<file path="src/sv/mces_pkg.sv">
`timescale 1ns / 1ps

package mces_pkg;

   localparam int COUNT_W     = 16;
   localparam int BUTTON_W    = 3;
   localparam int STATUS_W    = 7;
   localparam int POS_W       = 21;
   localparam int CSR_INDEX_W = 3;
   localparam int CSR_DATA_W  = 16;
   localparam int REQ_DATA_W  = 40;
   localparam int RSP_DATA_W  = 88;

   localparam int DEFAULT_X_GAIN = 2;
   localparam int DEFAULT_Y_GAIN = 2;

   localparam logic [CSR_INDEX_W-1:0] REG_BOUND_LEFT    = 3'd0;
   localparam logic [CSR_INDEX_W-1:0] REG_BOUND_BOTTOM  = 3'd1;
   localparam logic [CSR_INDEX_W-1:0] REG_BOUND_RIGHT   = 3'd2;
   localparam logic [CSR_INDEX_W-1:0] REG_BOUND_TOP     = 3'd3;
   localparam logic [CSR_INDEX_W-1:0] REG_ORIGIN_X      = 3'd4;
   localparam logic [CSR_INDEX_W-1:0] REG_ORIGIN_Y      = 3'd5;
   localparam logic [CSR_INDEX_W-1:0] REG_RELATIVE_MODE = 3'd6;

   localparam logic signed [COUNT_W-1:0] RESET_BOUND_LOW  = -16'sd4095;
   localparam logic signed [COUNT_W-1:0] RESET_BOUND_HIGH = 16'sd4096;
   localparam logic signed [COUNT_W-1:0] RESET_ORIGIN     = 16'sd0;
   localparam logic signed [POS_W-1:0]   RESET_LAST_POS   = -21'sd1;

   typedef struct packed {
      logic signed [COUNT_W-1:0] bound_left;
      logic signed [COUNT_W-1:0] bound_bottom;
      logic signed [COUNT_W-1:0] bound_right;
      logic signed [COUNT_W-1:0] bound_top;
      logic signed [COUNT_W-1:0] origin_x;
      logic signed [COUNT_W-1:0] origin_y;
      logic                      relative_mode;
      logic                      origin_zeroed;
   } cfg_type;

   typedef struct packed {
      logic [BUTTON_W-1:0]       button_lines;
      logic signed [COUNT_W-1:0] count_y;
      logic signed [COUNT_W-1:0] count_x;
   } req_type;

   typedef struct packed {
      logic signed [COUNT_W-1:0] counter_write_y;
      logic signed [COUNT_W-1:0] counter_write_x;
      logic signed [POS_W-1:0]   pos_y;
      logic signed [POS_W-1:0]   pos_x;
      logic [STATUS_W-1:0]       status;
      logic                      event_res;
   } rsp_type;

endpackage

</file>
<file path="src/sv/mces_csr.sv">
`timescale 1ns / 1ps

module mces_csr
   import mces_pkg::*;
(
   input  logic                   clock,
   input  logic                   reset,
   input  logic                   csr_valid,
   input  logic                   csr_ready,
   input  logic [CSR_INDEX_W-1:0] csr_index,
   input  logic [CSR_DATA_W-1:0]  csr_data,
   input  logic                   zero_set,
   output cfg_type                cfg
);

   logic signed [COUNT_W-1:0] bound_left_ff, bound_left_in;
   logic signed [COUNT_W-1:0] bound_bottom_ff, bound_bottom_in;
   logic signed [COUNT_W-1:0] bound_right_ff, bound_right_in;
   logic signed [COUNT_W-1:0] bound_top_ff, bound_top_in;
   logic signed [COUNT_W-1:0] origin_x_ff, origin_x_in;
   logic signed [COUNT_W-1:0] origin_y_ff, origin_y_in;
   logic                      relative_mode_ff, relative_mode_in;
   logic                      origin_zeroed_ff, origin_zeroed_in;
   logic                      write;
   logic                      origin_write;

   assign write = csr_valid && csr_ready;

   always_comb begin
      bound_left_in    = bound_left_ff;
      bound_bottom_in  = bound_bottom_ff;
      bound_right_in   = bound_right_ff;
      bound_top_in     = bound_top_ff;
      origin_x_in      = origin_x_ff;
      origin_y_in      = origin_y_ff;
      relative_mode_in = relative_mode_ff;
      origin_write     = 1'b0;
      if (write) begin
         case (csr_index)
            REG_BOUND_LEFT: begin
               bound_left_in = csr_data;
            end
            REG_BOUND_BOTTOM: begin
               bound_bottom_in = csr_data;
            end
            REG_BOUND_RIGHT: begin
               bound_right_in = csr_data;
            end
            REG_BOUND_TOP: begin
               bound_top_in = csr_data;
            end
            REG_ORIGIN_X: begin
               origin_x_in  = csr_data;
               origin_write = 1'b1;
            end
            REG_ORIGIN_Y: begin
               origin_y_in  = csr_data;
               origin_write = 1'b1;
            end
            REG_RELATIVE_MODE: begin
               relative_mode_in = csr_data[0];
            end
            default: begin
            end
         endcase
      end
      if (zero_set) begin
         origin_zeroed_in = 1'b1;
      end else if (origin_write) begin
         origin_zeroed_in = 1'b0;
      end else begin
         origin_zeroed_in = origin_zeroed_ff;
      end
   end

   always_ff @(posedge clock) begin
      if (reset) begin
         bound_left_ff    <= RESET_BOUND_LOW;
         bound_bottom_ff  <= RESET_BOUND_LOW;
         bound_right_ff   <= RESET_BOUND_HIGH;
         bound_top_ff     <= RESET_BOUND_HIGH;
         origin_x_ff      <= RESET_ORIGIN;
         origin_y_ff      <= RESET_ORIGIN;
         relative_mode_ff <= 1'b0;
         origin_zeroed_ff <= 1'b0;
      end else begin
         bound_left_ff    <= bound_left_in;
         bound_bottom_ff  <= bound_bottom_in;
         bound_right_ff   <= bound_right_in;
         bound_top_ff     <= bound_top_in;
         origin_x_ff      <= origin_x_in;
         origin_y_ff      <= origin_y_in;
         relative_mode_ff <= relative_mode_in;
         origin_zeroed_ff <= origin_zeroed_in;
      end
   end

   // While zeroed, both origins read as zero.
   always_comb begin
      cfg.bound_left    = bound_left_ff;
      cfg.bound_bottom  = bound_bottom_ff;
      cfg.bound_right   = bound_right_ff;
      cfg.bound_top     = bound_top_ff;
      cfg.origin_x      = origin_zeroed_ff ? RESET_ORIGIN : origin_x_ff;
      cfg.origin_y      = origin_zeroed_ff ? RESET_ORIGIN : origin_y_ff;
      cfg.relative_mode = relative_mode_ff;
      cfg.origin_zeroed = origin_zeroed_ff;
   end

endmodule

</file>
<file path="src/sv/mces_axis.sv">
`timescale 1ns / 1ps

module mces_axis
   import mces_pkg::*;
#(
   parameter int GAIN = DEFAULT_X_GAIN
)
(
   input  logic signed [COUNT_W-1:0] count,
   input  logic signed [COUNT_W-1:0] origin,
   input  logic signed [COUNT_W-1:0] bound_low,
   input  logic signed [COUNT_W-1:0] bound_high,
   output logic signed [POS_W-1:0]   pos,
   output logic signed [COUNT_W-1:0] write_back
);

   logic signed [COUNT_W:0]   diff;
   logic signed [COUNT_W:0]   low_ext;
   logic signed [COUNT_W:0]   high_ext;
   logic signed [COUNT_W:0]   low_clamped;
   logic signed [COUNT_W:0]   clamped;
   logic signed [COUNT_W-1:0] rel;

   assign low_ext  = (COUNT_W+1)'(bound_low);
   assign high_ext = (COUNT_W+1)'(bound_high);
   assign diff     = (COUNT_W+1)'(count) - (COUNT_W+1)'(origin);

   // The lower bound goes first, so crossed bounds settle on the upper one.
   assign low_clamped = (diff < low_ext) ? low_ext : diff;
   assign clamped     = (low_clamped > high_ext) ? high_ext : low_clamped;
   assign rel         = clamped[COUNT_W-1:0];

   assign write_back = rel + origin;
   assign pos        = POS_W'(rel) * $signed(POS_W'(GAIN));

endmodule

</file>
<file path="src/sv/mces_track.sv">
`timescale 1ns / 1ps

module mces_track
   import mces_pkg::*;
#(
   parameter int X_GAIN = DEFAULT_X_GAIN,
   parameter int Y_GAIN = DEFAULT_Y_GAIN
)
(
   input  logic    clock,
   input  logic    reset,
   input  logic    step,
   input  req_type req,
   input  cfg_type cfg,
   output rsp_type rsp,
   output logic    zero_set,
   output logic    buttons_known
);

   logic signed [POS_W-1:0]   last_pos_x_ff, last_pos_x_in;
   logic signed [POS_W-1:0]   last_pos_y_ff, last_pos_y_in;
   logic [BUTTON_W-1:0]       last_buttons_ff, last_buttons_in;
   logic                      buttons_known_ff, buttons_known_in;
   logic signed [POS_W-1:0]   pos_x;
   logic signed [POS_W-1:0]   pos_y;
   logic signed [COUNT_W-1:0] write_x;
   logic signed [COUNT_W-1:0] write_y;
   logic                      moved;
   logic                      ev;
   logic [BUTTON_W-1:0]       changed;

   mces_axis #(.GAIN(X_GAIN)) u_axis_x (
      .count      (req.count_x),
      .origin     (cfg.origin_x),
      .bound_low  (cfg.bound_left),
      .bound_high (cfg.bound_right),
      .pos        (pos_x),
      .write_back (write_x)
   );

   mces_axis #(.GAIN(Y_GAIN)) u_axis_y (
      .count      (req.count_y),
      .origin     (cfg.origin_y),
      .bound_low  (cfg.bound_bottom),
      .bound_high (cfg.bound_top),
      .pos        (pos_y),
      .write_back (write_y)
   );

   always_comb begin
      moved   = (pos_x != last_pos_x_ff) || (pos_y != last_pos_y_ff);
      ev      = moved || !buttons_known_ff || (req.button_lines != last_buttons_ff);
      changed = buttons_known_ff ? (req.button_lines ^ last_buttons_ff) : '1;

      rsp.event_res = ev;
      rsp.status    = ev ? {moved, changed, req.button_lines} : '0;
      rsp.pos_x     = pos_x;
      rsp.pos_y     = pos_y;
      if (ev && cfg.relative_mode) begin
         rsp.counter_write_x = '0;
         rsp.counter_write_y = '0;
      end else begin
         rsp.counter_write_x = write_x;
         rsp.counter_write_y = write_y;
      end

      zero_set = step && ev && cfg.relative_mode;

      if (step && ev) begin
         last_pos_x_in    = pos_x;
         last_pos_y_in    = pos_y;
         last_buttons_in  = req.button_lines;
         buttons_known_in = 1'b1;
      end else begin
         last_pos_x_in    = last_pos_x_ff;
         last_pos_y_in    = last_pos_y_ff;
         last_buttons_in  = last_buttons_ff;
         buttons_known_in = buttons_known_ff;
      end
   end

   always_ff @(posedge clock) begin
      if (reset) begin
         last_pos_x_ff    <= RESET_LAST_POS;
         last_pos_y_ff    <= RESET_LAST_POS;
         last_buttons_ff  <= '0;
         buttons_known_ff <= 1'b0;
      end else begin
         last_pos_x_ff    <= last_pos_x_in;
         last_pos_y_ff    <= last_pos_y_in;
         last_buttons_ff  <= last_buttons_in;
         buttons_known_ff <= buttons_known_in;
      end
   end

   assign buttons_known = buttons_known_ff;

endmodule

</file>
<file path="src/sv/mouse_counter_event_sampler.sv">
`timescale 1ns / 1ps

// Samples a quadrature mouse once per request beat and returns exactly one response beat for
// each. A beat is taken every cycle at full rate unless a stalled result holds the input
// register. Each beat passes from the input register through a single combinational clamp,
// gain multiply and change compare into the result register. The remembered position and
// buttons update as each beat passes into the result register, so the next beat is compared
// against them with no bubble. Configuration writes are taken every cycle and should be made
// only while no beat is in flight.
module mouse_counter_event_sampler
   import mces_pkg::*;
#(
   parameter int X_GAIN = DEFAULT_X_GAIN,
   parameter int Y_GAIN = DEFAULT_Y_GAIN
)
(
   input  logic                   clock,
   input  logic                   reset,
   input  logic                   req_tvalid,
   output logic                   req_tready,
   // count_x[15:0], count_y[31:16], button_lines[34:32], zero fill above
   input  logic [REQ_DATA_W-1:0]  req_tdata,
   output logic                   rsp_tvalid,
   input  logic                   rsp_tready,
   // event_res[0], status[7:1], pos_x[28:8], pos_y[49:29], counter_write_x[65:50],
   // counter_write_y[81:66], zero fill above
   output logic [RSP_DATA_W-1:0]  rsp_tdata,
   input  logic                   csr_valid,
   output logic                   csr_ready,
   input  logic [CSR_INDEX_W-1:0] csr_index,
   input  logic [CSR_DATA_W-1:0]  csr_data
);

   logic    in_valid_ff, in_valid_in;
   req_type in_data_ff;
   logic    rsp_valid_ff, rsp_valid_in;
   rsp_type rsp_data_ff;
   rsp_type result;
   cfg_type cfg;
   logic    advance;
   logic    step;
   logic    zero_set;
   logic    buttons_known;
   logic    req_take;

   assign csr_ready = 1'b1;

   mces_csr u_csr (
      .clock     (clock),
      .reset     (reset),
      .csr_valid (csr_valid),
      .csr_ready (csr_ready),
      .csr_index (csr_index),
      .csr_data  (csr_data),
      .zero_set  (zero_set),
      .cfg       (cfg)
   );

   mces_track #(.X_GAIN(X_GAIN), .Y_GAIN(Y_GAIN)) u_track (
      .clock         (clock),
      .reset         (reset),
      .step          (step),
      .req           (in_data_ff),
      .cfg           (cfg),
      .rsp           (result),
      .zero_set      (zero_set),
      .buttons_known (buttons_known)
   );

   assign advance    = !rsp_valid_ff || rsp_tready;
   assign step       = in_valid_ff && advance;
   assign req_tready = !in_valid_ff || advance;
   assign req_take   = req_tvalid && req_tready;

   always_comb begin
      if (req_take) begin
         in_valid_in = 1'b1;
      end else if (step) begin
         in_valid_in = 1'b0;
      end else begin
         in_valid_in = in_valid_ff;
      end
      if (step) begin
         rsp_valid_in = 1'b1;
      end else if (rsp_tready) begin
         rsp_valid_in = 1'b0;
      end else begin
         rsp_valid_in = rsp_valid_ff;
      end
   end

   always_ff @(posedge clock) begin
      if (reset) begin
         in_valid_ff  <= 1'b0;
         rsp_valid_ff <= 1'b0;
      end else begin
         in_valid_ff  <= in_valid_in;
         rsp_valid_ff <= rsp_valid_in;
      end
   end

   always_ff @(posedge clock) begin
      if (req_take) begin
         in_data_ff <= req_tdata[$bits(req_type)-1:0];
      end
      if (step) begin
         rsp_data_ff <= result;
      end
   end

   assign rsp_tvalid = rsp_valid_ff;
   assign rsp_tdata  = {{(RSP_DATA_W - $bits(rsp_type)){1'b0}}, rsp_data_ff};

   a_hold_when_full: assert property (@(posedge clock) disable iff (reset)
      in_valid_ff && rsp_valid_ff && !rsp_tready |-> !req_tready)
      else $error("input register full behind a stalled result but still ready");

   a_first_event: assert property (@(posedge clock) disable iff (reset)
      step && !buttons_known |=> rsp_valid_ff && rsp_data_ff.event_res)
      else $error("first sample after reset did not report an event");

   a_relative_zero: assert property (@(posedge clock) disable iff (reset)
      step && zero_set |=> cfg.origin_zeroed)
      else $error("relative event did not zero the origin");

   a_quiet_status: assert property (@(posedge clock) disable iff (reset)
      rsp_valid_ff && !rsp_data_ff.event_res |-> rsp_data_ff.status == '0)
      else $error("status nonzero on a beat without an event");

endmodule
</file>
<file path="config.mk">
export PLATFORM = sky130hd
export DESIGN_NAME = mouse_counter_event_sampler
export DESIGN_NICKNAME = d
export VERILOG_FILES = /design/src/sv/mces_pkg.sv /design/src/sv/mces_csr.sv /design/src/sv/mces_axis.sv /design/src/sv/mces_track.sv /design/src/sv/mouse_counter_event_sampler.sv
export SDC_FILE = /design/constraint.sdc
export NUM_CORES = 1
export LEC_CHECK = 0
export BUFFER_PORTS_ARGS = -buffer_cell sky130_fd_sc_hd__buf_2
export CAP_MARGIN = 5
export CORE_AREA = 2 2 159 161
export DETAILED_ROUTE_END_ITERATION = 12
export DIE_AREA = 0 0 161 163
export PLACE_DENSITY = 0.91
export SETUP_SLACK_MARGIN = 0.02
export SLEW_MARGIN = 20
export SYNTH_ARGS = -nofsm -noshare
export SYNTH_HDL_FRONTEND = slang
export SYNTH_SLANG_ARGS = --single-unit
export TNS_END_PERCENT = 100
</file>
<file path="constraint.sdc">
create_clock -name clock -period 27.2 [get_ports clock]
set_input_delay 4.08 -clock clock [delete_from_list [all_inputs] [get_ports clock]]
set_output_delay 4.08 -clock clock [all_outputs]
set_load 0.02 [all_outputs]
</file>
# Word-level counts from Yosys, hierarchy flattened
# Index checks and enable logic that the tools add are counted.
[classes]
add_sub_neg = 4
magnitude_cmp = 4
n_eq_ne = 9
mux = 15
bitwise = 1
n_reduce_logical = 25
[ops]
columns = ["operator", "n"]
rows = [
  ["2-to-1 mux 16 bit", 4],
  ["> comparator 17 x 16 -> 1 bit", 2],
  ["< comparator 17 x 16 -> 1 bit", 2],
  ["2-to-1 mux 17 bit", 2],
  ["inequality test 17 bit", 2],
  ["subtractor 16 x 16 -> 17 bit", 2],
  ["adder 16 bit", 2],
  ["AND reduction 2 bit", 7],
  ["equality test 3 bit, second input constant", 3],
  ["2-to-1 mux 1 bit", 8],
  ["equality test 3 x 2 -> 1 bit, second input constant", 2],
  ["nonzero test 2 bit", 3],
  ["logical AND 1 bit", 5],
  ["logical OR 1 bit", 5],
  ["equality test 3 x 1 -> 1 bit, second input constant", 1],
  ["zero test 1 bit", 3],
  ["zero test 3 bit", 1],
  ["2-to-1 mux 3 bit", 1],
  ["inequality test 3 bit", 1],
  ["bitwise XOR 3 bit", 1],
  ["OR reduction 2 bit", 1],
]
[totals]
reg_bits = 245
in_bits = 64
out_inout_bits = 91
wordCells = 81

# Depth between registers and ports, before layout
[depth]
ltp_word = 13
mapped_depth = 44
ltp_nobuf = 39

# Cells and area by module
# Synthesis repeated with hierarchy kept, for this count alone.
[unflattened]
cells_unflattened = 1558
area_unflattened_um2 = 15792.6
[by_module_without_submodules]
columns = ["mod", "instances", "cells_per_inst", "area_each_um2", "seq_area_each_um2"]
rows = [
  ["mces_csr", 1, 406, 4110.2, 1961.9],
  ["mouse_counter_event_sampler", 1, 136, 3677.3, 3553.4],
  ["mces_axis (u_track.u_axis_x)", 1, 352, 2717.6, 0.0],
  ["mces_track", 1, 307, 2701.3, 920.9],
  ["mces_axis (u_track.u_axis_y)", 1, 357, 2586.2, 0.0],
]

# Least setup slack after synthesis
# OpenSTA, ideal clock, no wires.
[synth_timing]
kind = "register -> register"
startpoint = "register u_csr.origin_zeroed_ff"
endpoint = "register rsp_data_ff (netlist bit rsp_tdata[81]), data pin"
setup_time_ns = 0.254
arrival_time_ns = 8.424
required_time_ns = 26.946
slack_ns = 18.521
path_stages_with_launch = 39
n_path_buf = 6
synth_period_minus_slack_ns = 8.679
path_cell_list = "dfxtp_1 > clkbuf_1 > nor2b_1 > ha_1 > fa_1 > nand2b_1 > a211oi_2 > o21ai_2 > o31ai_1 > nor2_1 > ha_1 > a21o_1 > a2111oi_1 > or2_2 > nand3_1 > buf_2 > buf_1 > clkbuf_1 > (+3 left out) > a21boi_0 > a2111oi_2 > a211o_1 > buf_2 > buf_1 > o21ai_0 > ha_1 > a21o_1 > a21oi_1 > o21ai_0 > a21oi_1 > o21ai_0 > a41o_1 > o41ai_1 > o21ai_0 > a31oi_1 > xnor2_1 > nor2_1"
[synth_lines]
columns = ["element", "line_no", "text"]
rows = [
  ["start: declaration", "mces_csr.sv:23", "logic origin_zeroed_ff, origin_zeroed_in;"],
  ["start signal: assignment", "mces_csr.sv:94", "origin_zeroed_ff <= origin_zeroed_in;"],
  ["end signal: assignment", "mouse_counter_event_sampler.sv:107", "rsp_data_ff <= result;"],
  ["end: declaration", "mouse_counter_event_sampler.sv:37", "rsp_type rsp_data_ff;"],
]

==> out/qor.txt <==
RUN STATUS
---------------------------------------------------------------------------------
Run status                                                           finished clean

GLOBAL ROUTING
---------------------------------------------------------------------------------
Grt ovf                                                                         0
Via count of the first global-routing pass                                  12900
Antenna violations before repair                                                0
Maximum number of pins on one net before global-route repair                  108
First-pass GRT wire length                                               71800 um
Total global-route track usage                                              35.2%

ROUTE
---------------------------------------------------------------------------------
Total wire length after detailed routing                                 47200 um
Routed via count                                                            14300
Average wire per cell in the routed design                                20.8 um
Number of routed nets with antenna violations                                   0
Number of iterations in the first detailed-routing pass                         6
Via-per-instance ratio                                                       6.29
Drt drc                                                                         0
Iter 0 DRT Violations                                                        1636

CLOCKING
---------------------------------------------------------------------------------
Clock latency of the later-clocked register in the worst-skew pair        0.55 ns
Clock buffer count from CTS                                                    26
Worst-case clock buffer depth                                                   3
Clk sinks                                                                     244
Quantity of gates resized following cts                                         0
Clock slew at reported path FFs                                           0.06 ns
Post-cts hold buffer count                                                      0
Clock root buffer                                                       clkbuf_16
H-tree lvl count                                                                1
Setup bufs post-CTS                                                             0
Clock tree from TritonCTS                                                    done

WORST SETUP PATH
---------------------------------------------------------------------------------
CP startpoint                                                        u_csr.origin_zeroed_ff
Gate family responsible for the most delay along the worst path      compound AO/OA/AOI/OAI gates
Peak per-stage delay on the critical path                                 0.86 ns
Critical path launch point type                                              flop
Data arrival, critical path                                              11.56 ns
Number of buffer and inverter instances along the worst setup path              3
Startpoint of the worst-slack reg-to-reg timing path                 u_csr.origin_zeroed_ff
Required time reported for the critical path endpoint                    27.48 ns
Crit path max-delay cell type                                             dfxtp_1
Worst Path Class, Setup                                                reg -> reg
Critical path's most frequent cell                                        o21ai_0
Nature of the critical path endpoint                                         flop
Crit path max fanout                                                           33

FINAL LAYOUT
---------------------------------------------------------------------------------
Utilization after layout                                                    70.6%
Final antenna diode count                                                       0
Combined flip-flop and latch cell area                                   5960 um2
Final Net Count                                                              2117
Fin area                                                                17400 um2
Fill cells                                                                   1980
Multi-input gate area                                                    8820 um2
Post-route insts no fill                                                     2271
Fraction of final layout cells sized beyond drive strength 1                12.6%
Relative area change from synthesis to final layout                         11.1%

MIN PATH
---------------------------------------------------------------------------------
Hold path start                                                      u_csr.origin_x_ff[8]
Type of the most critical hold path                                    reg -> reg

RUN
---------------------------------------------------------------------------------
Maximum capacitance violations                                                  0

PLACEMENT
---------------------------------------------------------------------------------
Area after DPL                                                          16500 um2
Number of port buffers                                                        140
GPL Wtd Cong                                                                 1.00
Cell total after placement                                                   2223
Placed wire-length estimate                                              35300 um
Pre-CTS setup slack                                                      16.41 ns

YOSYS
---------------------------------------------------------------------------------
Cell type with the highest aggregate area in the netlist                 edfxtp_1
Netlist area before placement                                           15700 um2
Synthesized area per cell                                                8.57 um2
Dominant cell by count in the synthesized netlist                         nand2_1
Synthesized instance count                                                   1831
Distinct cells, synth                                                          84
Flop and latch count out of synthesis                                         244
Share of the synthesized area in the top cell type                          20.5%
Portion of the post-synthesis area used by sequential elements              37.9%
Share of synthesized registers carrying an async set or reset                  0%
Yosys warning total                                                             0
Commonest cells post-synth                                           256 x nand2_1, 171 x a21oi_1, 137 x dfxtp_1, 136 x inv_1, 128 x ha_1
Prevailing post-synth register cell                                       dfxtp_1
EDFF count, synth                                                             107
Synth top area cells                                                 edfxtp_1 20%, dfxtp_1 17%, ha_1 10%

FLOORPLANNING
---------------------------------------------------------------------------------
# rows                                                                         58
Starting density of the core                                                63.6%
Overall die height                                                         163 um
Floorplan die area                                                      26200 um2
I/O pin cnt                                                                   155
Core region area                                                        24700 um2
Die W                                                                      161 um

PWR
---------------------------------------------------------------------------------
Total Power Consumption                                                   1.18 mW
Maximum resistive drop on vdd                                             55.0 uV
Static leakage power                                                      7.11 nW
Pwr/cell area                                                         67.6 nW/um2

TIMING
---------------------------------------------------------------------------------
Unrepaired setup endpoints after global routing                             false
Final critical path time including I/O delays and setup                  11.27 ns
Final sum of negative setup slack                                            0 ns
Maximum clock frequency                                                  88.7 MHz
Setup ws final                                                           15.93 ns
Relative slew slack                                                         29.3%
Actual transition at the worst max-transition pin                         1.04 ns
Final slew viol count                                                           0
Finish-stage setup viols                                                        0
Post-route fraction of the period consumed by the critical path             41.4%
Final-layout worst hold slack                                            0.454 ns
Setup Skew                                                              0.0177 ns
Hold violation count in the final report                                        0

[path summary, 6_finish.rpt]
path / end / slack (ns) / depth (start not counted)
min reg2reg: u_csr.origin_x_ff[8] / 0.45 / 2
max: rsp_tdata[80] / 15.93 / 34
min: u_csr.origin_x_ff[8] / 0.45 / 2
max reg2reg: rsp_tdata[80] / 15.93 / 34
[tightest hold or removal path: cells and delay by family (launching register included)]
family / cells / cell delay [ns]
AO/OA/AOI/OAI: 1 / 0.05
AND/OR/NAND/NOR: 1 / 0.05
flip-flops: 1 / 0.31
[logic make-up (layout without fill, tap and decap cells)]
logic type	after synthesis	in the layout	synth area share [%]
other cells	2	9	0.0478
mux	26	26	1.76
fa+ha+maj	132	132	10.7
xor+xnor	100	100	5.85
simple gates	651	651	19.8
flops	244	244	37.9
compound gates	441	441	17.7
buf+inv	235	338	6.19
[where the power goes]
part | switching (mW) | total [mW] | internal (mW)
Combinational | 0.233 | 0.361 | 0.128
Clock | 0.154 | 0.383 | 0.228
Sequential | 0.0168 | 0.436 | 0.419
Total | 0.404 | 1.18 | 0.775
[sequential cells by signal, summed over array words and instances (netlist names)]
register	flops
u_track.last_pos_x_ff	17
u_csr.origin_x_ff	16
u_csr.bound_right_ff	16
u_csr.bound_bottom_ff	16
u_track.last_pos_y_ff	16
u_csr.origin_y_ff	16
in_valid_ff	1
rsp_tvalid	1
u_track.buttons_known	1
u_csr.relative_mode_ff	1
u_csr.origin_zeroed_ff	1
rsp_tdata	72
u_csr.bound_top_ff	16
u_csr.bound_left_ff	16
in_data_ff	35
u_track.last_buttons_ff	3
[cell type report]
class                      instances  area share (%)
sequential                       244            34.2
clock inverter                    16           0.969
multi-input combinational       1359            50.6
timing repair buffer             152            4.54
clock buffer                      32            4.37
inverter                         138            3.00
tap                              330            2.37
[cell usage in the layout, fill, tap and decap left out, drive strengths merged, types with 48 or more instances in the layout]
cell type	synthesis	layout
nand2	256	256
a21oi	171	171
buf	31	152
inv	136	140
dfxtp	137	137
ha	128	128
edfxtp	107	107
nor2	103	103
o21ai	98	98
nand3	82	82
xor2	49	49
xnor2	48	48
[per-layer routing]
layer,wire length (um),part of all wire [%],vias up,global-route usage [%]
met3,6250,13,105,8.45
met4,1400,3.0,0,10.3
met1,19600,41,6704,51.0
met2,20000,42,822,52.6
met5,0,0,-,0
li1,-,-,6645,-
Note: power is estimated with default switching activity, not from simulation.
